File: src/hdl/kmp_pkg.sv
// kmp_pkg: shared types and constants for the KMP stream matcher.
// Holds the transaction payload structs, request codes, register index, FSM states and cell write controls.
// No dependencies.
package kmp_pkg;

    localparam int PAT_MAX_DEF = 16;

    // request codes carried in req_type
    localparam logic REQ_PATTERN = 1'b0;
    localparam logic REQ_TEXT    = 1'b1;

    // configuration register indexes
    localparam int REG_PATTERN_LENGTH = 0;

    typedef struct packed {
        logic       req_type;
        logic [3:0] pattern_index;
        logic [7:0] symbol;
        logic       text_start;
    } t_in_item;

    typedef struct packed {
        logic        match_found;
        logic [31:0] match_start;
        logic        load_error;
    } t_out_item;

    typedef struct packed {
        logic we_sym;
        logic we_fail;
    } t_cell_wr;

    typedef enum logic {
        ST_IDLE,
        ST_WALK
    } t_state;

endpackage

File: src/hdl/kmp_cell.sv
// kmp_cell: one pattern position, holding its byte and its failure value.
// Passes the read chain on to its neighbor, replacing it when it is addressed.
// Depends on kmp_pkg.
module kmp_cell #(
    parameter int IW    = 4,
    parameter int LW    = 5,
    parameter int INDEX = 0
) (
    input  logic              i_clk,
    input  kmp_pkg::t_cell_wr i_wr,
    input  logic [IW-1:0]     i_wr_addr,
    input  logic [7:0]        i_wr_sym,
    input  logic [LW-1:0]     i_wr_fail,
    input  logic [IW-1:0]     i_rd_addr_p,
    input  logic [IW-1:0]     i_rd_addr_f,
    input  logic [7:0]        i_sym_chain,
    input  logic [LW-1:0]     i_fail_chain,
    output logic [7:0]        o_sym_chain,
    output logic [LW-1:0]     o_fail_chain
);

    localparam logic [IW-1:0] MY_ADDR = IW'(INDEX);

    logic [7:0]    r_sym;
    logic [LW-1:0] r_fail;
    logic          wr_hit;

    assign wr_hit = (i_wr_addr == MY_ADDR);

    always_ff @(posedge i_clk) begin
        if (i_wr.we_sym && wr_hit) begin
            r_sym <= i_wr_sym;
        end
        if (i_wr.we_fail && wr_hit) begin
            r_fail <= i_wr_fail;
        end
    end

    assign o_sym_chain  = (i_rd_addr_p == MY_ADDR) ? r_sym  : i_sym_chain;
    assign o_fail_chain = (i_rd_addr_f == MY_ADDR) ? r_fail : i_fail_chain;

endmodule

File: src/hdl/kmp_cell_row.sv
// kmp_cell_row: the row of pattern cells, chained for reads.
// One write port; one byte read and one failure read per cycle along the chain.
// Depends on kmp_pkg and kmp_cell.
module kmp_cell_row #(
    parameter int PAT_MAX = kmp_pkg::PAT_MAX_DEF,
    parameter int IW      = 4,
    parameter int LW      = 5
) (
    input  logic              i_clk,
    input  kmp_pkg::t_cell_wr i_wr,
    input  logic [IW-1:0]     i_wr_addr,
    input  logic [7:0]        i_wr_sym,
    input  logic [LW-1:0]     i_wr_fail,
    input  logic [IW-1:0]     i_rd_addr_p,
    input  logic [IW-1:0]     i_rd_addr_f,
    output logic [7:0]        o_rd_sym,
    output logic [LW-1:0]     o_rd_fail
);

    logic [7:0]    sym_chain  [0:PAT_MAX];
    logic [LW-1:0] fail_chain [0:PAT_MAX];

    assign sym_chain[0]  = '0;
    assign fail_chain[0] = '0;

    for (genvar g = 0; g < PAT_MAX; g++) begin : g_cell
        kmp_cell #(
            .IW    (IW),
            .LW    (LW),
            .INDEX (g)
        ) u_cell (
            .i_clk        (i_clk),
            .i_wr         (i_wr),
            .i_wr_addr    (i_wr_addr),
            .i_wr_sym     (i_wr_sym),
            .i_wr_fail    (i_wr_fail),
            .i_rd_addr_p  (i_rd_addr_p),
            .i_rd_addr_f  (i_rd_addr_f),
            .i_sym_chain  (sym_chain[g]),
            .i_fail_chain (fail_chain[g]),
            .o_sym_chain  (sym_chain[g+1]),
            .o_fail_chain (fail_chain[g+1])
        );
    end

    assign o_rd_sym  = sym_chain[PAT_MAX];
    assign o_rd_fail = fail_chain[PAT_MAX];

endmodule

File: src/hdl/kmp_stream_matcher.sv
// KMP stream matcher, top level. One item in flight at a time.
// Pattern byte at index zero or out of order: result registered on the port in the cycle after acceptance.
// In-order pattern byte or text byte: walks the failure chain through the cell row in ST_WALK
// (one step per cycle, one extra step when the pattern length was lowered mid-text), then registers the result.
// Next item accepted as the sink takes the result, and not while a result is stalled.
// Synchronous active-low reset clears control and pattern_length (to 1); cells keep contents.
module kmp_stream_matcher #(
    parameter int PAT_MAX = kmp_pkg::PAT_MAX_DEF
) (
    input  logic               i_clk,
    input  logic               i_rst_n,
    input  logic               i_in_valid,
    output logic               o_in_stall,
    input  kmp_pkg::t_in_item  i_in_item,
    output logic               o_out_valid,
    input  logic               i_out_stall,
    output kmp_pkg::t_out_item o_out_item,
    input  logic               psel,
    input  logic               penable,
    input  logic               pwrite,
    input  logic [2:0]         paddr,
    input  logic [31:0]        pwdata,
    output logic [31:0]        prdata,
    output logic               pready
);

    localparam int IW = (PAT_MAX > 1) ? $clog2(PAT_MAX) : 1;
    localparam int LW = $clog2(PAT_MAX + 1);
    localparam int KW = (LW > 4) ? LW : 4;
    localparam int CW = (LW > 5) ? LW : 5;

    kmp_pkg::t_state    r_state, n_state;
    logic [4:0]         r_pat_len;
    logic [LW-1:0]      r_bpl, n_bpl;
    logic [LW-1:0]      r_nli, n_nli;
    logic [LW-1:0]      r_match_len, n_match_len;
    logic [31:0]        r_text_pos, n_text_pos;
    logic [LW-1:0]      r_j, n_j;
    logic [7:0]         r_sym, n_sym;
    logic               r_is_text, n_is_text;
    logic [IW-1:0]      r_ld_idx, n_ld_idx;
    logic               r_out_valid, n_out_valid;
    kmp_pkg::t_out_item r_out_item, n_out_item;

    kmp_pkg::t_cell_wr  wr_ctl;
    logic [IW-1:0]      wr_addr;
    logic [7:0]         wr_sym;
    logic [LW-1:0]      wr_fail;
    logic [IW-1:0]      rd_addr_p, rd_addr_f;
    logic [7:0]         rd_sym;
    logic [LW-1:0]      rd_fail;

    logic [CW-1:0]      cfg_c, m_c;
    logic [LW-1:0]      m, m_minus1, j_minus1, j_inc, fail_clamped, f_sel;
    logic               out_free, in_accept, j_over, sym_eq, cont, found;
    logic [KW-1:0]      idx_k, nli_k, bpl_k;
    logic               idx_ok;
    logic               cfg_hit;

    // effective pattern length, clamped to 1..PAT_MAX
    assign cfg_c = CW'(r_pat_len);
    assign m_c   = (cfg_c == '0) ? CW'(1) : ((cfg_c > CW'(PAT_MAX)) ? CW'(PAT_MAX) : cfg_c);
    assign m     = LW'(m_c);
    assign m_minus1 = m - LW'(1);
    assign j_minus1 = r_j - LW'(1);

    assign out_free  = !r_out_valid || !i_out_stall;
    assign in_accept = i_in_valid && (r_state == kmp_pkg::ST_IDLE) && out_free;
    assign o_in_stall = !((r_state == kmp_pkg::ST_IDLE) && out_free);

    // one walk step: read byte at j and either the failure of j-1 or of m-1
    assign j_over  = r_is_text && (r_j >= m);
    assign sym_eq  = (rd_sym == r_sym);
    assign cont    = !j_over && (r_j != '0) && !sym_eq;
    assign j_inc   = r_j + LW'(sym_eq);
    assign found   = r_is_text && (j_inc == m);
    assign fail_clamped = (rd_fail >= m) ? '0 : rd_fail;

    assign rd_addr_p = r_j[IW-1:0];
    assign f_sel     = cont ? j_minus1 : m_minus1;
    assign rd_addr_f = f_sel[IW-1:0];

    assign idx_k  = KW'(i_in_item.pattern_index);
    assign nli_k  = KW'(r_nli);
    assign bpl_k  = KW'(r_bpl);
    assign idx_ok = (idx_k == nli_k) && (idx_k < KW'(PAT_MAX));

    kmp_cell_row #(
        .PAT_MAX (PAT_MAX),
        .IW      (IW),
        .LW      (LW)
    ) u_row (
        .i_clk       (i_clk),
        .i_wr        (wr_ctl),
        .i_wr_addr   (wr_addr),
        .i_wr_sym    (wr_sym),
        .i_wr_fail   (wr_fail),
        .i_rd_addr_p (rd_addr_p),
        .i_rd_addr_f (rd_addr_f),
        .o_rd_sym    (rd_sym),
        .o_rd_fail   (rd_fail)
    );

    always_comb begin
        n_state     = r_state;
        n_bpl       = r_bpl;
        n_nli       = r_nli;
        n_match_len = r_match_len;
        n_text_pos  = r_text_pos;
        n_j         = r_j;
        n_sym       = r_sym;
        n_is_text   = r_is_text;
        n_ld_idx    = r_ld_idx;
        n_out_valid = (r_out_valid && i_out_stall);
        n_out_item  = r_out_item;
        wr_ctl      = '0;
        wr_addr     = r_ld_idx;
        wr_sym      = i_in_item.symbol;
        wr_fail     = j_inc;

        case (r_state)
            kmp_pkg::ST_IDLE: begin
                if (in_accept) begin
                    if (i_in_item.req_type == kmp_pkg::REQ_TEXT) begin
                        n_is_text = 1'b1;
                        n_sym     = i_in_item.symbol;
                        n_state   = kmp_pkg::ST_WALK;
                        if (i_in_item.text_start) begin
                            n_j        = '0;
                            n_text_pos = '0;
                        end else begin
                            n_j = r_match_len;
                        end
                    end else if (i_in_item.pattern_index == '0) begin
                        // restart of the pattern load
                        wr_ctl.we_sym  = 1'b1;
                        wr_ctl.we_fail = 1'b1;
                        wr_addr        = '0;
                        wr_fail        = '0;
                        n_bpl          = '0;
                        n_nli          = LW'(1);
                        n_out_valid    = 1'b1;
                        n_out_item     = '0;
                    end else if (idx_ok) begin
                        wr_ctl.we_sym = 1'b1;
                        wr_addr       = IW'(i_in_item.pattern_index);
                        n_is_text     = 1'b0;
                        n_sym         = i_in_item.symbol;
                        n_ld_idx      = IW'(i_in_item.pattern_index);
                        n_j           = (bpl_k >= idx_k) ? '0 : r_bpl;
                        n_state       = kmp_pkg::ST_WALK;
                    end else begin
                        n_out_valid           = 1'b1;
                        n_out_item            = '0;
                        n_out_item.load_error = 1'b1;
                    end
                end
            end
            kmp_pkg::ST_WALK: begin
                if (j_over) begin
                    // pattern length was lowered to or below the matched length
                    n_j = fail_clamped;
                end else if (cont) begin
                    n_j = rd_fail;
                end else if (out_free) begin
                    n_state     = kmp_pkg::ST_IDLE;
                    n_out_valid = 1'b1;
                    n_out_item  = '0;
                    if (r_is_text) begin
                        n_out_item.match_found = found;
                        n_out_item.match_start = found ? (r_text_pos + 32'd1 - 32'(m)) : '0;
                        n_match_len = found ? fail_clamped : j_inc;
                        n_text_pos  = r_text_pos + 32'd1;
                    end else begin
                        wr_ctl.we_fail = 1'b1;
                        n_bpl          = j_inc;
                        n_nli          = LW'(r_ld_idx) + LW'(1);
                    end
                end
            end
            default: begin
                n_state = kmp_pkg::ST_IDLE;
            end
        endcase
    end

    always_ff @(posedge i_clk) begin
        if (!i_rst_n) begin
            r_state <= kmp_pkg::ST_IDLE;
        end else begin
            r_state <= n_state;
        end
    end

    always_ff @(posedge i_clk) begin
        if (!i_rst_n) begin
            r_out_valid <= 1'b0;
            r_bpl       <= '0;
            r_nli       <= '0;
            r_match_len <= '0;
            r_text_pos  <= '0;
        end else begin
            r_out_valid <= n_out_valid;
            r_bpl       <= n_bpl;
            r_nli       <= n_nli;
            r_match_len <= n_match_len;
            r_text_pos  <= n_text_pos;
        end
    end

    always_ff @(posedge i_clk) begin
        r_j        <= n_j;
        r_sym      <= n_sym;
        r_is_text  <= n_is_text;
        r_ld_idx   <= n_ld_idx;
        r_out_item <= n_out_item;
    end

    // configuration register
    assign cfg_hit = (paddr[2] == 1'(kmp_pkg::REG_PATTERN_LENGTH));

    always_ff @(posedge i_clk) begin
        if (!i_rst_n) begin
            r_pat_len <= 5'd1;
        end else if (psel && penable && pwrite && cfg_hit) begin
            r_pat_len <= pwdata[4:0];
        end
    end

    assign pready = 1'b1;
    assign prdata = cfg_hit ? {27'd0, r_pat_len} : '0;

    assign o_out_valid = r_out_valid;
    assign o_out_item  = r_out_item;

endmodule

File: config.mk
export PLATFORM = sky130hd
export DESIGN_NAME = kmp_stream_matcher
export DESIGN_NICKNAME = d
export VERILOG_FILES = /design/src/hdl/kmp_pkg.sv /design/src/hdl/kmp_cell.sv /design/src/hdl/kmp_cell_row.sv /design/src/hdl/kmp_stream_matcher.sv
export SDC_FILE = /design/constraint.sdc
export NUM_CORES = 1
export LEC_CHECK = 0
export ABC_AREA = 1
export BUFFER_PORTS_ARGS = -buffer_cell sky130_fd_sc_hd__buf_4
export CAP_MARGIN = 20
export CORE_ASPECT_RATIO = 1.1
export CORE_MARGIN = 8
export CORE_UTILIZATION = 54
export CTS_CLUSTER_SIZE = 16
export DETAILED_ROUTE_END_ITERATION = 10
export GPL_TIMING_DRIVEN = 0
export PLACE_DENSITY = 0.8
export RECOVER_POWER = 50
export SKIP_LAST_GASP = 1
export SYNTH_ARGS = -nofsm -noshare
export SYNTH_HDL_FRONTEND = slang
export SYNTH_SLANG_ARGS = --single-unit
File: constraint.sdc
create_clock -name i_clk -period 5.3 [get_ports i_clk]
set_input_delay 0 -clock i_clk [delete_from_list [all_inputs] [get_ports i_clk]]
set_output_delay 0 -clock i_clk [all_outputs]
set_load 0.05 [all_outputs]
==> results of run 1 <==
-- repair_timing --
action / 4_1_cts / 5_1_grt
hold buffers: 24 / 0
gates resized for setup: 69 / 71
cloned: 1 / 0
endpoints found under the hold margin: 153 / 0
endpoints found under the setup margin: 124 / 123
pin swaps: 24 / 44
buffers inserted: 34 / 21
-- layout by cell type (no fill, tap or decap), types with 14 or more instances in the layout --
master	instances
edfxtp_1	260
nand4_1	27
inv_2	15
clkbuf_16	31
nand2_1	390
dlygate4sd3_1	24
conb_1	28
buf_6	19
a21oi_1	102
ha_1	26
buf_4	89
nand2_2	15
nor3_1	14
o21ai_0	58
xor2_1	29
nor2_1	165
nand3_2	26
nand3_1	85
clkbuf_1	80
or2_2	25
dfxtp_1	54
inv_1	169
-- sequential cells by signal (all words and copies together) (netlist names) --
register and count:
u_row.g_cell.u_cell.r_sym 128, o_out_item 34, u_row.g_cell.u_cell.r_fail 80, r_sym 8, r_match_len 5, r_is_text 1, bpl_k 5, r_state 1
r_j 5, r_ld_idx 4, r_text_pos 32, nli_k 5, cfg_c 5, o_out_valid 1
-- stage by stage --
step | hold slack, ns | TNS, ns | instance area [um2] | util (%)
2_1_floorplan | 0.0989 | 0 | 15500 | -
3_3_place_gp | 0.224 | -55.40 | 16400 | 58.9
3_5_place_dp | 0.225 | -53.42 | 16500 | 59.1
4_1_cts | 0.0409 | -6.94 | 18300 | 65.7
5_1_grt | 0.0826 | -25.02 | 18500 | 66.5
6_report | 0.0786 | -10.58 | 18500 | 66.5
-- report_power, final --
part / total [mW] / leakage [nW] / switching (mW) / internal, mW
Sequential: 2.76 / 2.81 / 0.0212 / 2.74
Combinational: 1.81 / 4.05 / 1.14 / 0.671
Clock: 2.10 / 0.491 / 0.894 / 1.21
-- worst max-delay path, delay by kind of cell, from the launching register on --
| kind | cells | cell delay, ns |
|---|---|---|
| simple gates | 19 | 2.29 |
| compound gates | 10 | 1.43 |
| buf+inv | 8 | 1.16 |
| fa+ha+maj | 2 | 0.55 |
| flops | 1 | 0.48 |
-- cell families (layout without fill, tap and decap cells) --
family          Yosys count  after routing  share of synthesized area [%]
simple gates            823            823                           23.7
flops                   314            314                           57.9
buf+inv                 253            461                           7.13
compound gates          196            196                           6.74
xor+xnor                 35             35                           2.00
fa+ha+maj                30             30                           2.49
other cells               2             28                         0.0489
-- final cells by class --
cell class | count | area (um2) | area share [%]
tap | 363 | 454 | 2.45
timing repair buffer | 153 | 1110 | 5.97
buffer | 62 | 415 | 2.24
clock buffer | 49 | 943 | 5.09
inverter | 190 | 736 | 3.97
clock inverter | 7 | 38.8 | 0.209
multi-input combinational | 1112 | 5960 | 32.1
sequential | 314 | 8890 | 47.9
-- worst max-delay path by stage --
stage	from	to	slack, ns	cells past startpoint
after floorplan	cfg_c[0]	r_j[3]	0.28	34
after global placement	r_j[0]	o_out_item[3]	-1.32	33
after detailed placement	r_j[0]	o_out_item[3]	-1.48	33
after CTS	r_j[1]	r_j[2]	-0.45	50
after global routing	r_j[0]	r_match_len[0]	-1.12	52
final	cfg_c[4]	r_match_len[3]	-0.71	39
-- synth_stat cells, drive strengths merged, types with 4 or more instances --
master | instances | area (um2)
buf | 41 | 295
or2 | 36 | 225
xnor2 | 5 | 43.8
a211oi | 4 | 30.0
clkbuf | 22 | 82.6
nand2 | 418 | 1630
dfxtp | 54 | 1080
a31oi | 4 | 25.0
edfxtp | 260 | 7810
o21a | 5 | 37.5
nor2 | 188 | 774
nand3 | 114 | 603
nor4 | 4 | 25.0
nor3 | 18 | 90.1
and3 | 4 | 25.0
inv | 188 | 708
o21ai | 62 | 310
xor2 | 30 | 263
a21oi | 111 | 556
nand3b | 9 | 67.6
and2 | 4 | 25.0
nand4 | 27 | 169
ha | 29 | 363
-- routing by layer --
metal / GRT usage (%) / vias up / wire length, um
li1: - / 5874 / -
met1: 25.7 / 5812 / 15200
met2: 39.2 / 499 / 19900
met3: 3.46 / 108 / 2610
met4: 7.47 / 0 / 1240
met5: 0 / - / 0
==> flow_summary.ini, run 1 <==
[run_status]
run_status = complete, but fails checks
violations = setup timing

[route]
wl_per_cell_um = 17.3
num_vias = 12293
remaining_drc_errors = 0
drt_iter0_markers = 985
first_pass_iters = 5
viasPerCell = 5.46
routed_wl_um = 38900
postRouteAntennaNets = 0

[finish]
fill_cells = 2091
area_delta_synth_final_pct = 20.7
fin_cells = 2250
finalNetCount = 1949
diodes = 0
drive_above_1_share_pct = 16.6

[die]
coreArea_um2 = 27900
die_w_um = 177
rows = 64
ios = 125
die_h_um = 193
die_area_um2 = 34100
initial_core_util_pct = 55.1

[timing]
maxSlewViolCount = 0
setup_viol = 40
finalHoldViolCount = 0
worstMarginPinSlew_ns = 0.899
skew_ns = 0.0107
rsz0062_at_grt = true
slew_headroom_pct = 40.1
fin_ws_ns = -0.707
timing.fmax_mhz = 166
finalCriticalPeriod_ns = 6.01
fin_crit_sh_pct = 113

[synthesis]
yosys_warnings = 0
syn_area_per_cell_um2 = 9.29
ys_seq_area_share_pct = 57.9
synth_edf_count = 260
synth.distinct_cells = 49
synth_ff_type = edfxtp_1
async_flop_share_pct = 0
synth_cells = 1653
synth_seq_cells = 314
syn_area_um2 = 15400

[placed_design]
gp_congestion = 0.904
pre_cts_slack_ns = -1.48
port_buffers = 67
placedCellCount = 2113
hpwlAfterDp_um = 26100

[worst_setup_path]
crit_type = reg2reg
r2r-end = r_match_len[3]
crit_top_cell = nand2_1
crit_fanout = 8
critical_path_required_ns = 5.79
slowest_delay_ns = 0.48
r2r_slack_ns = -0.71
reg2reg_from = cfg_c[4]
cp.arrival_ns = 6.49
worst_setup_path_start_kind = register
end_kind = register
slowest_stage = dfxtp_1
ff2ff_path_depth = 39

[grt]
grt_pass1_vias = 11905
antenna_found_initial = 0
grt_max_degree = 34
grt_overflow = 0
grt_use_total_pct = 21.6
grt_pass1_wl_um = 59600

[power_and_ir_drop]
p_per_area_nw_per_um2 = 360
finalPower_mw = 6.67
vdd_drop_max_uv = 259
p_leak_nw = 7.35

[worst_hold_path]
min_to = r_j[4]
hold_depth = 5
min_from = i_in_item[0]
min_path_type = in2reg

[clocking]
cts_tree = yes
clk_latency_ns = 0.55
cts.sinks = 314
cts_root_buf = clkbuf_16
clock_path_buffers = 3
cts_buffers = 30
htree_levels = 1
clk_pin_slew_ns = 0.07

[job]
cap_violations = 0
No activity file was read; power rests on OpenSTA's default activity.
==> inputs of run 2 (changes only) <==
==> constraint.sdc (replaced) <==
create_clock -name i_clk -period 5.3 [get_ports i_clk]
set_input_delay 0.265 -clock i_clk [delete_from_list [all_inputs] [get_ports i_clk]]
set_output_delay 0.265 -clock i_clk [all_outputs]
set_load 0.05 [all_outputs]
==> run 2 against run 1 <==
  * The flow still finishes with violations (setup timing)
  * Wire length fell by 1.6%
  * Sequential power is essentially flat
  * Via count fell by 1.4%
  * Die area unchanged
  * Clock skew hardly changed
  * Total power down 0.23%
  * Cell area shrank 1.2%
  * Critical endpoint is now r_match_len[0]
==> flow_summary.ini, run 2 (synthesized netlist as in run 1, its figures left out) <==
[route]
remaining_drc_errors = 0
num_vias = 12123
postRouteAntennaNets = 0
wl_per_cell_um = 17.2
drt_iter0_markers = 1064
routed_wl_um = 38300
first_pass_iters = 6
viasPerCell = 5.43

[run_status]
run_status = complete, but fails checks
violations = setup timing

[die]
die_area_um2 = 34100
ios = 125
die_h_um = 193
rows = 64
die_w_um = 177
initial_core_util_pct = 55.1
coreArea_um2 = 27900

[power_and_ir_drop]
p_per_area_nw_per_um2 = 363
vdd_drop_max_uv = 257
p_leak_nw = 7.24

[worst_setup_path]
slowest_delay_ns = 0.46
worst_setup_path_start_kind = register
slowest_stage = dfxtp_1
critical_path_required_ns = 5.79
crit_type = reg2reg
crit_fanout = 8
crit_top_cell = nand2_1
end_kind = register
cp.arrival_ns = 6.55

[grt]
gr-usage-met1_pct = 25.4
grt_pass1_wl_um = 58900
busiest_layer = met2
antenna_found_initial = 0
grt_overflow = 0
grt_max_degree = 34
grtUsageMet2_pct = 38.4
use_met3_pct = 3.60
grt_use_total_pct = 21.4
grt_pass1_vias = 11769

[timing]
whs_ns = 0.0214
fin_crit_sh_pct = 114
finalCriticalPeriod_ns = 6.06
finalHoldViolCount = 0
setup_viol = 37
rsz0062_at_grt = true
maxSlewViolCount = 0
worstMarginPinSlew_ns = 0.909
slew_headroom_pct = 39.4
setup_tns_ns = -11.22
fin_ws_ns = -0.764
skew_ns = 0.0103
timing.fmax_mhz = 165

[job]
cap_violations = 0

[clocking]
cts_root_buf = clkbuf_16
cts.sinks = 314
htree_levels = 1
cts_tree = yes
clk_latency_ns = 0.55
clk_pin_slew_ns = 0.07
clock_path_buffers = 3
cts_buffers = 30

[finish]
regMostFlops = u_row.g_cell.u_cell.r_sym
finalInstanceArea_um2 = 18300
area_delta_synth_final_pct = 19.4
diodes = 0
largest_reg_flops = 128
drive_above_1_share_pct = 17.0
fill_cells = 2107
finalNetCount = 1930
fin_cells = 2231
layout_common_cells = nand2_1, edfxtp_1, inv_1
mostFrequentLayoutCell = nand2_1

[placed_design]
placedCellCount = 2113
gp_congestion = 0.904
port_buffers = 67
hpwlAfterDp_um = 26100
place_area_um2 = 16500

[worst_hold_path]
min_path_type = in2reg
run 2: cell count changes in the layout (fill, tap and decap cells not counted), moves of 2 or more:
cell,change
buf_6,-3
dlygate4sd3_1,-22
buf_4,+7
inv_2,-2
inv_4,+2
run 2: per-stage QoR:
| stage | utilization, % | setup WS [ns] | total power [mW] |
|---|---|---|---|
| floorplan | - | 0.276 | 3.76 |
| global placement | 58.9 | -1.32 | 4.09 |
| detailed placement | 59.1 | -1.48 | 4.14 |
| CTS | 64.9 | -0.450 | 6.50 |
| global route | 65.8 | -1.13 | 6.92 |
| finish | 65.8 | -0.764 | 6.66 |
run 2: per-layer routing:
metal | wire [um] | share of wire [%] | vias to the layer above
li1 | - | - | 5828
met1 | 14900 | 39 | 5697
met2 | 19600 | 51 | 490
met3 | 2620 | 6.8 | 108
met4 | 1210 | 3.2 | 0
met5 | 0 | 0 | -
run 2: where the power goes:
group          switching (mW)  internal, mW  leakage (nW)
registers              0.0210          2.74          2.81
logic                    1.13         0.659          3.95
clock network           0.894          1.21         0.491
run 2: path summary, 6_finish.rpt:
check,start,to,slack [ns],cells after the start
worst max-delay path,cfg_c[4],r_match_len[0],-0.76,39
worst min-delay path,i_rst_n,r_text_pos[0],0.02,3
worst max register to register,cfg_c[4],r_match_len[0],-0.76,39
worst min register to register,r_text_pos[26],r_text_pos[26],0.47,2
run 2: layout make-up:
| class | count | area (um2) | area share, % |
|---|---|---|---|
| inverters | 190 | 733 | 4.00 |
| multi-input cells | 1112 | 5960 | 32.5 |
| clock inverters | 7 | 38.8 | 0.212 |
| well taps | 363 | 454 | 2.48 |
| flip-flops and latches | 314 | 8890 | 48.5 |
| repair buffers | 134 | 906 | 4.94 |
| plain buffers | 62 | 412 | 2.25 |
| clock buffers | 49 | 943 | 5.15 |
run 2: what timing repair did:
| item | 4_1_cts | 5_1_grt |
|---|---|---|
| pin swaps | 24 | 43 |
| endpoints found under the setup margin | 124 | 123 |
| setup buffers | 34 | 24 |
| cloned | 1 | 0 |
| hold buffers | 2 | 0 |
| gates resized for setup | 69 | 66 |
| endpoints found under the hold margin | 2 | 0 |
run 2: critical path: cells and delay by family (launching register included):
family                   cells  cell delay (ns)
AO/OA/AOI/OAI               10             1.56
flip-flops                   1             0.46
AND/OR/NAND/NOR             20             2.45
buffers and inverters        7             0.97
adder cells (fa/ha/maj)      2             0.55
